==> src/rtl/core/prplw_pkg.sv <==
package prplw_pkg;

    localparam int COUNT_BITS = 32;
    localparam int CALC_BITS  = (COUNT_BITS > 28) ? COUNT_BITS : 28;
    localparam int ADDR_BITS  = 64;
    localparam int LEN_BITS   = 28;
    localparam int SLOT_BITS  = 24;
    localparam int SHIFT_BITS = 5;

    localparam logic [SHIFT_BITS-1:0] SHIFT_MIN   = 5'd12;
    localparam logic [SHIFT_BITS-1:0] SHIFT_MAX   = 5'd27;
    localparam logic [SHIFT_BITS-1:0] SHIFT_RESET = 5'd12;
    localparam logic [SHIFT_BITS-1:0] ENTRY_SHIFT = 5'd3;

    localparam logic KIND_START = 1'b0;
    localparam logic KIND_ENTRY = 1'b1;

    typedef enum logic [1:0] {
        RES_SEGMENT    = 2'd0,
        RES_FETCH      = 2'd1,
        RES_NULL       = 2'd2,
        RES_UNEXPECTED = 2'd3
    } result_kind_t;

    typedef struct packed {
        result_kind_t           kind;
        logic [ADDR_BITS-1:0]   address;
        logic [LEN_BITS-1:0]    length;
        logic                   last;
    } result_t;

endpackage

==> src/rtl/core/nvme_prp_list_walker_unit.sv <==
// Flow: an accepted item is registered, then processed into the result register once
// that register is empty or is handing over its last result.
// Throughput: one item per cycle while m_tready holds high and each item yields at most
// one result; an item that yields two holds off the next item, set by the two-slot result
// register draining one result a cycle.
// Reset (aresetn low, synchronous): walker idle, queues empty, page shift back to 12.
module nvme_prp_list_walker_unit (
    input  logic          aclk,
    input  logic          aresetn,
    input  logic          cfg_valid,
    output logic          cfg_ready,
    input  logic [4:0]    cfg_data,     // page_shift
    input  logic          s_tvalid,
    output logic          s_tready,
    input  logic [223:0]  s_tdata,      // first_pointer, second_pointer, byte_count, entry_word
    input  logic          s_tuser,      // kind
    output logic          m_tvalid,
    input  logic          m_tready,
    output logic [95:0]   m_tdata,      // address, length, zero pad
    output logic [1:0]    m_tuser,      // result_kind
    output logic          m_tlast       // last
);
    import prplw_pkg::*;

    logic [SHIFT_BITS-1:0] page_shift_reg;

    logic                  in_valid_reg, in_valid_next;
    logic                  in_kind_reg;
    logic [ADDR_BITS-1:0]  in_first_reg;
    logic [ADDR_BITS-1:0]  in_second_reg;
    logic [31:0]           in_count_reg;
    logic [ADDR_BITS-1:0]  in_entry_reg;

    logic [COUNT_BITS-1:0] bytes_left_reg, bytes_left_next;
    logic [ADDR_BITS-1:0]  fetch_address_reg, fetch_address_next;
    logic [SLOT_BITS-1:0]  slot_index_reg, slot_index_next;
    logic                  walking_reg, walking_next;

    result_t               out0_reg, out0_next;
    result_t               out1_reg, out1_next;
    logic [1:0]            out_cnt_reg, out_cnt_next;

    logic                  s_accept;
    logic                  pop;
    logic                  process;

    logic [SHIFT_BITS-1:0] shift_eff;
    logic [CALC_BITS-1:0]  page;
    logic [SLOT_BITS-1:0]  last_slot;
    logic [COUNT_BITS-1:0] count_trunc;
    logic [CALC_BITS-1:0]  count_ext;
    logic [CALC_BITS-1:0]  start_len;
    logic [CALC_BITS-1:0]  start_rem;
    logic [CALC_BITS-1:0]  left_ext;
    logic [CALC_BITS-1:0]  seg_len;
    logic [CALC_BITS-1:0]  left_after;
    result_t               r0;
    result_t               r1;
    logic [1:0]            nres;

    assign cfg_ready = 1'b1;
    assign s_accept  = s_tvalid && s_tready;
    assign pop       = m_tvalid && m_tready;
    assign process   = in_valid_reg && ((out_cnt_reg == 2'd0) || ((out_cnt_reg == 2'd1) && pop));
    assign s_tready  = !in_valid_reg || process;

    assign m_tvalid = (out_cnt_reg != 2'd0);
    assign m_tdata  = {4'b0, out0_reg.length, out0_reg.address};
    assign m_tuser  = out0_reg.kind;
    assign m_tlast  = out0_reg.last;

    always_comb begin
        if (page_shift_reg < SHIFT_MIN) begin
            shift_eff = SHIFT_MIN;
        end else if (page_shift_reg > SHIFT_MAX) begin
            shift_eff = SHIFT_MAX;
        end else begin
            shift_eff = page_shift_reg;
        end
        page        = CALC_BITS'(1) << shift_eff;
        last_slot   = (SLOT_BITS'(1) << (shift_eff - ENTRY_SHIFT)) - SLOT_BITS'(1);
        count_trunc = COUNT_BITS'(in_count_reg);
        count_ext   = CALC_BITS'(count_trunc);
        start_len   = (count_ext < page) ? count_ext : page;
        start_rem   = count_ext - start_len;
        left_ext    = CALC_BITS'(bytes_left_reg);
        seg_len     = (left_ext < page) ? left_ext : page;
        left_after  = left_ext - seg_len;
    end

    always_comb begin
        bytes_left_next    = bytes_left_reg;
        fetch_address_next = fetch_address_reg;
        slot_index_next    = slot_index_reg;
        walking_next       = walking_reg;
        r0                 = '{kind: RES_SEGMENT, address: '0, length: '0, last: 1'b1};
        r1                 = '{kind: RES_SEGMENT, address: '0, length: '0, last: 1'b1};
        nres               = 2'd0;
        if (in_kind_reg == KIND_START) begin
            walking_next    = 1'b0;
            bytes_left_next = '0;
            slot_index_next = '0;
            if (count_ext != '0) begin
                r0 = '{kind: RES_SEGMENT, address: in_first_reg,
                       length: LEN_BITS'(start_len), last: (start_rem == '0)};
                nres = 2'd1;
                if (start_rem != '0) begin
                    nres = 2'd2;
                    if (start_rem <= page) begin
                        r1 = '{kind: RES_SEGMENT, address: in_second_reg,
                               length: LEN_BITS'(start_rem), last: 1'b1};
                    end else begin
                        walking_next       = 1'b1;
                        bytes_left_next    = COUNT_BITS'(start_rem);
                        fetch_address_next = in_second_reg;
                        r1 = '{kind: RES_FETCH, address: in_second_reg,
                               length: '0, last: 1'b1};
                    end
                end
            end
        end else if (!walking_reg) begin
            r0   = '{kind: RES_UNEXPECTED, address: '0, length: '0, last: 1'b1};
            nres = 2'd1;
        end else if (in_entry_reg == '0) begin
            walking_next    = 1'b0;
            bytes_left_next = '0;
            r0   = '{kind: RES_NULL, address: '0, length: '0, last: 1'b1};
            nres = 2'd1;
        end else if ((slot_index_reg >= last_slot) && (left_ext > page)) begin
            fetch_address_next = in_entry_reg;
            slot_index_next    = '0;
            r0   = '{kind: RES_FETCH, address: in_entry_reg, length: '0, last: 1'b1};
            nres = 2'd1;
        end else begin
            bytes_left_next = COUNT_BITS'(left_after);
            if (left_after == '0) begin
                walking_next    = 1'b0;
                slot_index_next = '0;
                r0   = '{kind: RES_SEGMENT, address: in_entry_reg,
                         length: LEN_BITS'(seg_len), last: 1'b1};
                nres = 2'd1;
            end else begin
                slot_index_next    = slot_index_reg + SLOT_BITS'(1);
                fetch_address_next = fetch_address_reg + ADDR_BITS'(8);
                r0   = '{kind: RES_SEGMENT, address: in_entry_reg,
                         length: LEN_BITS'(seg_len), last: 1'b0};
                r1   = '{kind: RES_FETCH, address: fetch_address_reg + ADDR_BITS'(8),
                         length: '0, last: 1'b1};
                nres = 2'd2;
            end
        end
    end

    always_comb begin
        in_valid_next = in_valid_reg;
        if (s_accept) begin
            in_valid_next = 1'b1;
        end else if (process) begin
            in_valid_next = 1'b0;
        end
        out0_next    = out0_reg;
        out1_next    = out1_reg;
        out_cnt_next = out_cnt_reg;
        if (process) begin
            out0_next    = r0;
            out1_next    = r1;
            out_cnt_next = nres;
        end else if (pop) begin
            out0_next    = out1_reg;
            out_cnt_next = out_cnt_reg - 2'd1;
        end
    end

    always_ff @(posedge aclk) begin
        if (s_accept) begin
            in_kind_reg   <= s_tuser;
            in_first_reg  <= s_tdata[63:0];
            in_second_reg <= s_tdata[127:64];
            in_count_reg  <= s_tdata[159:128];
            in_entry_reg  <= s_tdata[223:160];
        end
        out0_reg <= out0_next;
        out1_reg <= out1_next;
        if (!aresetn) begin
            page_shift_reg    <= SHIFT_RESET;
            in_valid_reg      <= 1'b0;
            out_cnt_reg       <= 2'd0;
            bytes_left_reg    <= '0;
            fetch_address_reg <= '0;
            slot_index_reg    <= '0;
            walking_reg       <= 1'b0;
        end else begin
            if (cfg_valid && cfg_ready) begin
                page_shift_reg <= cfg_data;
            end
            in_valid_reg <= in_valid_next;
            out_cnt_reg  <= out_cnt_next;
            if (process) begin
                bytes_left_reg    <= bytes_left_next;
                fetch_address_reg <= fetch_address_next;
                slot_index_reg    <= slot_index_next;
                walking_reg       <= walking_next;
            end
        end
    end

`ifndef NO_ASSERTIONS
    a_cnt_range: assert property (@(posedge aclk) disable iff (!aresetn)
        out_cnt_reg <= 2'd2)
        else $error("result count out of range");

    a_walk_left: assert property (@(posedge aclk) disable iff (!aresetn)
        walking_reg |-> (bytes_left_reg != '0))
        else $error("walking with no bytes left");

    a_pair_last: assert property (@(posedge aclk) disable iff (!aresetn)
        (out_cnt_reg == 2'd2) |-> (out1_reg.last && !out0_reg.last))
        else $error("result pair with wrong last marking");

    a_nonseg_len: assert property (@(posedge aclk) disable iff (!aresetn)
        (m_tvalid && (m_tuser != RES_SEGMENT)) |-> (m_tdata[91:64] == '0))
        else $error("non-segment result with length");
`endif

endmodule

==> config.mk <==
export PLATFORM = sky130hd
export DESIGN_NAME = nvme_prp_list_walker_unit
export DESIGN_NICKNAME = d
export VERILOG_FILES = /design/src/rtl/core/prplw_pkg.sv /design/src/rtl/core/nvme_prp_list_walker_unit.sv
export SDC_FILE = /design/constraint.sdc
export NUM_CORES = 1
export LEC_CHECK = 0
export ABC_AREA = 0
export BUFFER_PORTS_ARGS = -buffer_cell sky130_fd_sc_hd__clkbuf_2
export CORE_ASPECT_RATIO = 1.4
export CORE_MARGIN = 1.5
export CORE_UTILIZATION = 54
export DETAILED_ROUTE_END_ITERATION = 8
export GPL_ROUTABILITY_DRIVEN = 0
export MAX_ROUTING_LAYER = met4
export PLACE_DENSITY_LB_ADDON = 0.08
export SETUP_SLACK_MARGIN = 0.15
export SYNTH_ARGS = -nofsm -noshare
export SYNTH_HDL_FRONTEND = slang
export SYNTH_SLANG_ARGS = --single-unit
==> constraint.sdc <==
create_clock -name aclk -period 8.3 [get_ports aclk]
set_clock_uncertainty 0.05 [all_clocks]
set_input_delay 1.245 -clock aclk [delete_from_list [all_inputs] [get_ports aclk]]
set_output_delay 1.245 -clock aclk [all_outputs]
set_load 0.02 [all_outputs]
## Word-level counts from Yosys, hierarchy flattened

Cells that the tools add are included.

| word-level totals | value |
|---|---|
| register bits | 544 |
| bits of input ports | 235 |
| logic and storage cells | 123 |

| operators by class | value |
|---|---|
| add/sub/neg operators | 7 |
| $lt $le $gt $ge | 7 |
| equality and inequality tests | 6 |
| shifts and indexed selects | 2 |
| multiplexer cells | 59 |
| reductions and logical operators | 22 |

Operators by type and width:

| cell | number |
|---|---|
| $mux W94 | 8 |
| $mux W95 | 6 |
| $mux W64 | 8 |
| $mux W32 | 9 |
| $mux W24 | 5 |
| $mux W93 | 1 |
| $add A64 B4 Y64 const B | 1 |
| $logic_not A32 Y1 | 2 |
| $logic_not A64 Y1 | 1 |
| $lt A32 B32 Y1 | 2 |
| $reduce_bool A32 Y1 | 2 |
| $sub A32 B32 Y32 | 2 |
| $gt A32 B32 Y1 | 1 |
| $le A32 B32 Y1 | 1 |
| $shl A1 B5 Y32 const A | 1 |
| $add A24 B1 Y24 const B | 1 |
| $ge A24 B24 Y1 | 1 |
| $shl A1 B5 Y24 const A | 1 |
| $sub A24 B2 Y24 const B | 1 |
| $mux W2 | 9 |
| $mux W1 | 11 |
| $mux W5 | 2 |
| $reduce_bool A2 Y1 | 5 |
| $reduce_and A7 Y1 | 1 |
| 13 further kinds | 21 |

## Logic depth before layout (Yosys ltp)

| logic depth | value |
|---|---|
| depth after elaboration | 14 |
| mapped depth | 39 |
| mapped depth without buffers | 35 |

## Least setup slack after synthesis

Ideal clock, no wire load.

| timing path | value |
|---|---|
| kind | register -> register |
| start | reg page_shift_reg[3] |
| end | reg bytes_left_reg[25] |
| arrival | 7.797 ns |
| slack | 0.383 ns |
| stages on the path, launching flop included | 37 |
| clock period less this slack | 7.917 ns |
| cell sequence | dfxtp_1 clkbuf_1 nand2_1 nor2_1 nor2_1 a21oi_1 ha_1 nand3_1 ha_1 and4_1 a221oi_1 o211ai_1 nor2_1 clkbuf_1 clkbuf_1 nand2_1 ha_1 o211a_1 a21boi_4 o21ai_4 o311ai_0 nand2_1 o31a_1 xor2_1 ha_1 nand4_1 nor3_1 nand2_1 nor4_1 a221oi_1 a32oi_1 and2_1 inv_1 a21oi_1 clkbuf_1 a22oi_1 a21oi_1 |

| on the way | value |
|---|---|
| longest elaborated chain between the ends | 12 |
| elaborated cells between the ends (all ways) | 28 |
| classes of those cells | 4 x add/sub; 7 x order compare; 1 x eq/ne; 2 x shift; 11 x mux; 3 x reduce/logical |

Ends and longest elaborated chain:

| item | line | text |
|---|---|---|
| start: declaration | nvme_prp_list_walker_unit.sv:25 | `logic [SHIFT_BITS-1:0] page_shift_reg;` |
| start signal: assignment | nvme_prp_list_walker_unit.sv:194 | `page_shift_reg <= cfg_data;` |
| $gt A5 B5 Y1 | nvme_prp_list_walker_unit.sv:75 | `end else if (page_shift_reg > SHIFT_MAX) begin` |
| $mux W5 | nvme_prp_list_walker_unit.sv:75 |  |
| $mux W5 * | nvme_prp_list_walker_unit.sv:73 | `if (page_shift_reg < SHIFT_MIN) begin` |
| $shl A1 B5 Y32 | nvme_prp_list_walker_unit.sv:80 | `page = CALC_BITS'(1) << shift_eff;` |
| $lt A32 B32 Y1 | nvme_prp_list_walker_unit.sv:84 | `start_len = (count_ext < page) ? count_ext : page;` |
| $mux W32 | nvme_prp_list_walker_unit.sv:84 |  |
| $sub A32 B32 Y32 | nvme_prp_list_walker_unit.sv:85 | `start_rem = count_ext - start_len;` |
| $le A32 B32 Y1 | nvme_prp_list_walker_unit.sv:109 | `if (start_rem <= page) begin` |
| $mux W32 | nvme_prp_list_walker_unit.sv:109 |  |
| $mux W32 | nvme_prp_list_walker_unit.sv:107 | `if (start_rem != '0) begin` |
| $mux W32 | nvme_prp_list_walker_unit.sv:103 | `if (count_ext != '0) begin` |
| $mux W32 | nvme_prp_list_walker_unit.sv:99 | `if (in_kind_reg == KIND_START) begin` |
| end signal: assignment | nvme_prp_list_walker_unit.sv:199 | `bytes_left_reg <= bytes_left_next;` |
| end: declaration | nvme_prp_list_walker_unit.sv:34 | `logic [COUNT_BITS-1:0] bytes_left_reg, bytes_left_next;` |

Mark *: on every way between the ends. The rest lies on a longest branch, timed or not. The select of a mux whose other input is x is not followed.
A chain may end at the register's enable or synchronous reset.

## Final worst setup path

| timing path | value |
|---|---|
| start | reg page_shift_reg[0] |
| end | reg fetch_address_reg[17] |

| on the way | value |
|---|---|
| elaborated cells between the ends (all ways) | 28 |
| classes of those cells | 4 x add/sub; 7 x order compare; 2 x eq/ne; 2 x shift; 8 x mux; 5 x reduce/logical |

RTL lines:

| item | line | text |
|---|---|---|
| $gt A5 B5 Y1 | nvme_prp_list_walker_unit.sv:75 |  |
| $mux W5 | nvme_prp_list_walker_unit.sv:75 |  |
| $mux W5 * | nvme_prp_list_walker_unit.sv:73 |  |
| $shl A1 B5 Y32 * | nvme_prp_list_walker_unit.sv:80 |  |
| $lt A32 B32 Y1 | nvme_prp_list_walker_unit.sv:84 |  |
| $mux W32 * | nvme_prp_list_walker_unit.sv:84 |  |
| $sub A32 B32 Y32 * | nvme_prp_list_walker_unit.sv:85 |  |
| named net start_rem[17] | nvme_prp_list_walker_unit.sv:53 | `logic [CALC_BITS-1:0] start_rem;` |
| $le A32 B32 Y1 or $reduce_bool A32 Y1 (tied branches) | nvme_prp_list_walker_unit.sv:109, nvme_prp_list_walker_unit.sv:107 |  |
| $ne A2 B2 Y1 (no source line) or $reduce_bool A2 Y1 (tied branches) | -- |  |
| $reduce_and A7 Y1 (no source line) * | -- |  |
| end signal: assignment | nvme_prp_list_walker_unit.sv:200 | `fetch_address_reg <= fetch_address_next;` |
| end: declaration | nvme_prp_list_walker_unit.sv:35 | `logic [ADDR_BITS-1:0] fetch_address_reg, fetch_address_next;` |

The timed path passes the listed nets; every way through them passes the cells marked *. The select of a mux whose other input is x is not followed.

==> flow_summary.ini <==
[floorplan]
ios = 337
start_util = 0.5466
placement_rows = 103
die-area_mm2 = 0.05846
core-area_mm2 = 0.05632
die_width_um = 204.8
die_y_um = 285.5

[yosys]
synth-simple-area-share = 0.1696
synth-compound-area-share = 0.1633
synth.area.mux_share = 0.02898
synthCells = 3078
synthTopCellsByArea = edfxtp_1 (40%), dfxtp_1 (8.4%), ha_1 (7.6%)
syn_avg_cell_area_um2 = 10.00
synth_top_family_by_area = simple AND/OR/NAND/NOR gates
synth_xor_area_frac = 0.03752
async_flop_share = 0
netlist_area_mm2 = 0.03078
synth_seq_area_share = 0.4868
synth_top_area_frac = 0.4029
ys_ff_latch = 542
yosys_warnings = 0
synth_flop_cell = edfxtp_1
synth_area_leader_cell = edfxtp_1
yosysUniqueCellTypes = 97
synth_fa_ha_area_frac = 0.07805
synth-edff-count = 413

[worst_setup_path]
crit_family = compound AO/OA/AOI/OAI gates
crit_required_ps = 8800
critical-path-slowest-cell = a311oi_1
path_class = flop to flop
critPathLaunchType = flop
crit_arrival_ps = 8310
end_kind = flop
path_buf_inv = 5
worst-path-max-fanout = 31
max_stage_delay_ps = 730

[sta]
fin_crit_sh = 0.9411
max_slew.worst_pin.slew_ps = 1197
hold_viol = 0
maxSlewHeadroom = 0.1955
fin_crit_ps = 7811
rsz0062_at_grt = false
tns_ps = 0
setup_viol = 0
fmax_mhz = 128.0
slew_viol_final = 0

[power_and_ir_drop]
netSwitchingPower_mw = 3.207
pwr-share-clk = 0.286
intPower_mw = 5.758
leakage_nw = 14.21
powerDensity_mw_per_mm2 = 251.0
power_mw = 8.965
p_seq_frac = 0.391
ir_drop_mv = 0.2026
sw_frac_of_total = 0.3577
p_comb_frac = 0.323

[finish]
nNetsFinal = 3862
layout_commonest_cell = edfxtp_1
largest_register_ffs = 93
area_growth_pct = 16.06
drive_gt1_frac = 0.1721
final_cell_mix = edfxtp_1 (413), nand2_1 (369), nor2_1 (358)
finalInstanceArea_mm2 = 0.03572

[clocking]
clock_latency_ps = 640
cts.htree.levels = 2
clockRootBuffer = clkbuf_16
numClockSinks = 542
cts_tree = yes
clk_pin_slew_ps = 70
numCtsBuffers = 54
clock_path_buffers = 3
cts_hold_buf = 0

[grt]
grt_pass1_wl_mm = 150.5
grt_max_degree = 150
grt_usage = 0.3464
overflow = 0
grtUsageMet1 = 0.3805
met2_usage = 0.5671
first_global_vias = 26350
grt_antenna_before_repair = 10
grt.busiest_layer = met2
use_met3 = 0.06835

[route]
drtIter0Drc = 2344
drtPass1Iterations = 6
ant_nets = 0
via_count = 26660
drc = 0
post_drt_via_cell_ratio = 6.308
totalWireLength_mm = 99.34
routedWlPerCell_um = 23.51

[worst_hold_path]
hold_path_class = flop to flop

[placed_design]
place_area_mm2 = 0.03355
port-buffer-count = 331
dpl.hpwl_mm = 71.42

[status]
status = finished clean

[flow_run]
drv_cap = 0
## power groups by stage
| stage | clock [mW] | sequential (mW) | combinational [mW] |
|---|---|---|---|
| finish | 2.56 | 3.50 | 2.90 |
| floorplan | 0 | 3.63 | 1.72 |
| global placement | 0 | 3.55 | 2.71 |
| global route | 2.70 | 3.53 | 3.11 |
| CTS | 2.59 | 3.50 | 2.79 |
| detailed placement | 0 | 3.55 | 2.76 |
## timing repair
item	CTS	global route
endpoints found under the hold margin	0	0
pin swaps	1	7
resized for setup	5	36
gates cloned	1	0
setup buffers	3	7
setup endpoints to repair	184	215
## logic make-up after synthesis
logic type | Yosys count
AO/OA/AOI/OAI | 751
XOR/XNOR | 131
adder cells (fa/ha/maj) | 191
buffers and inverters | 249
flip-flops | 542
multiplexers | 89
other | 2
AND/OR/NAND/NOR | 1123
## cells in the mapped netlist, types with 5 or more instances
| master | count |
|---|---|
| o22ai_1 | 62 |
| a211oi_1 | 14 |
| nor4_1 | 58 |
| nor2_1 | 364 |
| buf_1 | 13 |
| o31ai_1 | 47 |
| a221oi_1 | 78 |
| or2_2 | 5 |
| a311oi_1 | 6 |
| o21bai_1 | 8 |
| a31oi_1 | 19 |
| and4_1 | 14 |
| o21ai_1 | 8 |
| buf_2 | 18 |
| o2111ai_1 | 7 |
| nor4b_1 | 10 |
| o221ai_1 | 19 |
| nor2b_1 | 12 |
| or3_1 | 15 |
| mux2i_1 | 88 |
| edfxtp_1 | 413 |
| a21oi_1 | 189 |
| nor3_1 | 37 |
| nand2_1 | 370 |
| o211ai_1 | 13 |
| buf_4 | 6 |
| buf_12 | 6 |
| xor2_1 | 89 |
| o21ai_0 | 127 |
| nand4_1 | 52 |
| and2_1 | 64 |
| a21o_1 | 46 |
| a22oi_1 | 22 |
| ha_1 | 188 |
| inv_1 | 66 |
| clkbuf_1 | 133 |
| xnor2_1 | 41 |
| nand2b_1 | 18 |
| dfxtp_1 | 129 |
| o21a_1 | 27 |
| nand3_1 | 53 |
| and3_1 | 29 |
## area by class of cell
class,count,area [µm²]
Multi-Input combinational cell,2336,15140
Inverter,71,280.3
Sequential cell,542,14980
Antenna cell,10,25.02
Tap cell,735,919.6
Clock inverter,36,416.7
Fill cell,4690,20590
Clock buffer,64,1440
Timing Repair Buffer,432,2517
## worst register-to-register path, delay by kind of cell (launching register included)
family / cells / cell delay [ps]
adder cells (fa/ha/maj): 3 / 1070
AO/OA/AOI/OAI: 15 / 3370
multiplexers: 1 / 220
AND/OR/NAND/NOR: 9 / 1510
flip-flops: 1 / 350
buffers and inverters: 5 / 1170
## metal layers
layer	part of all wire	vias up
met5	0	-
met4	0.081	0
met3	0.080	441
met2	0.48	1345
met1	0.35	12710
li1	-	12160
## through the flow
step                      hold WS, ps  instances    util  setup WS [ps]
after floorplan                 388.0       3127       -          382.9
after global placement          396.0       4105  0.5957          51.70
after detailed placement        410.8       4105  0.5957         -115.2
after CTS                       420.1       4209  0.6301          160.1
after global routing            439.5       4226  0.6343          41.28
final                           419.1       4226  0.6343          488.7
## path summary, 6_finish.rpt
kind                         startpoint                     to  slack, ps  depth (start not counted)
hold reg to reg   fetch_address_reg[52]  fetch_address_reg[52]        420                          2
setup reg to reg      page_shift_reg[0]  fetch_address_reg[17]        490                         33
hold / removal    fetch_address_reg[52]  fetch_address_reg[52]        420                          2
setup / recovery      page_shift_reg[0]  fetch_address_reg[17]        490                         33
Power figures use the tool's default switching activity.
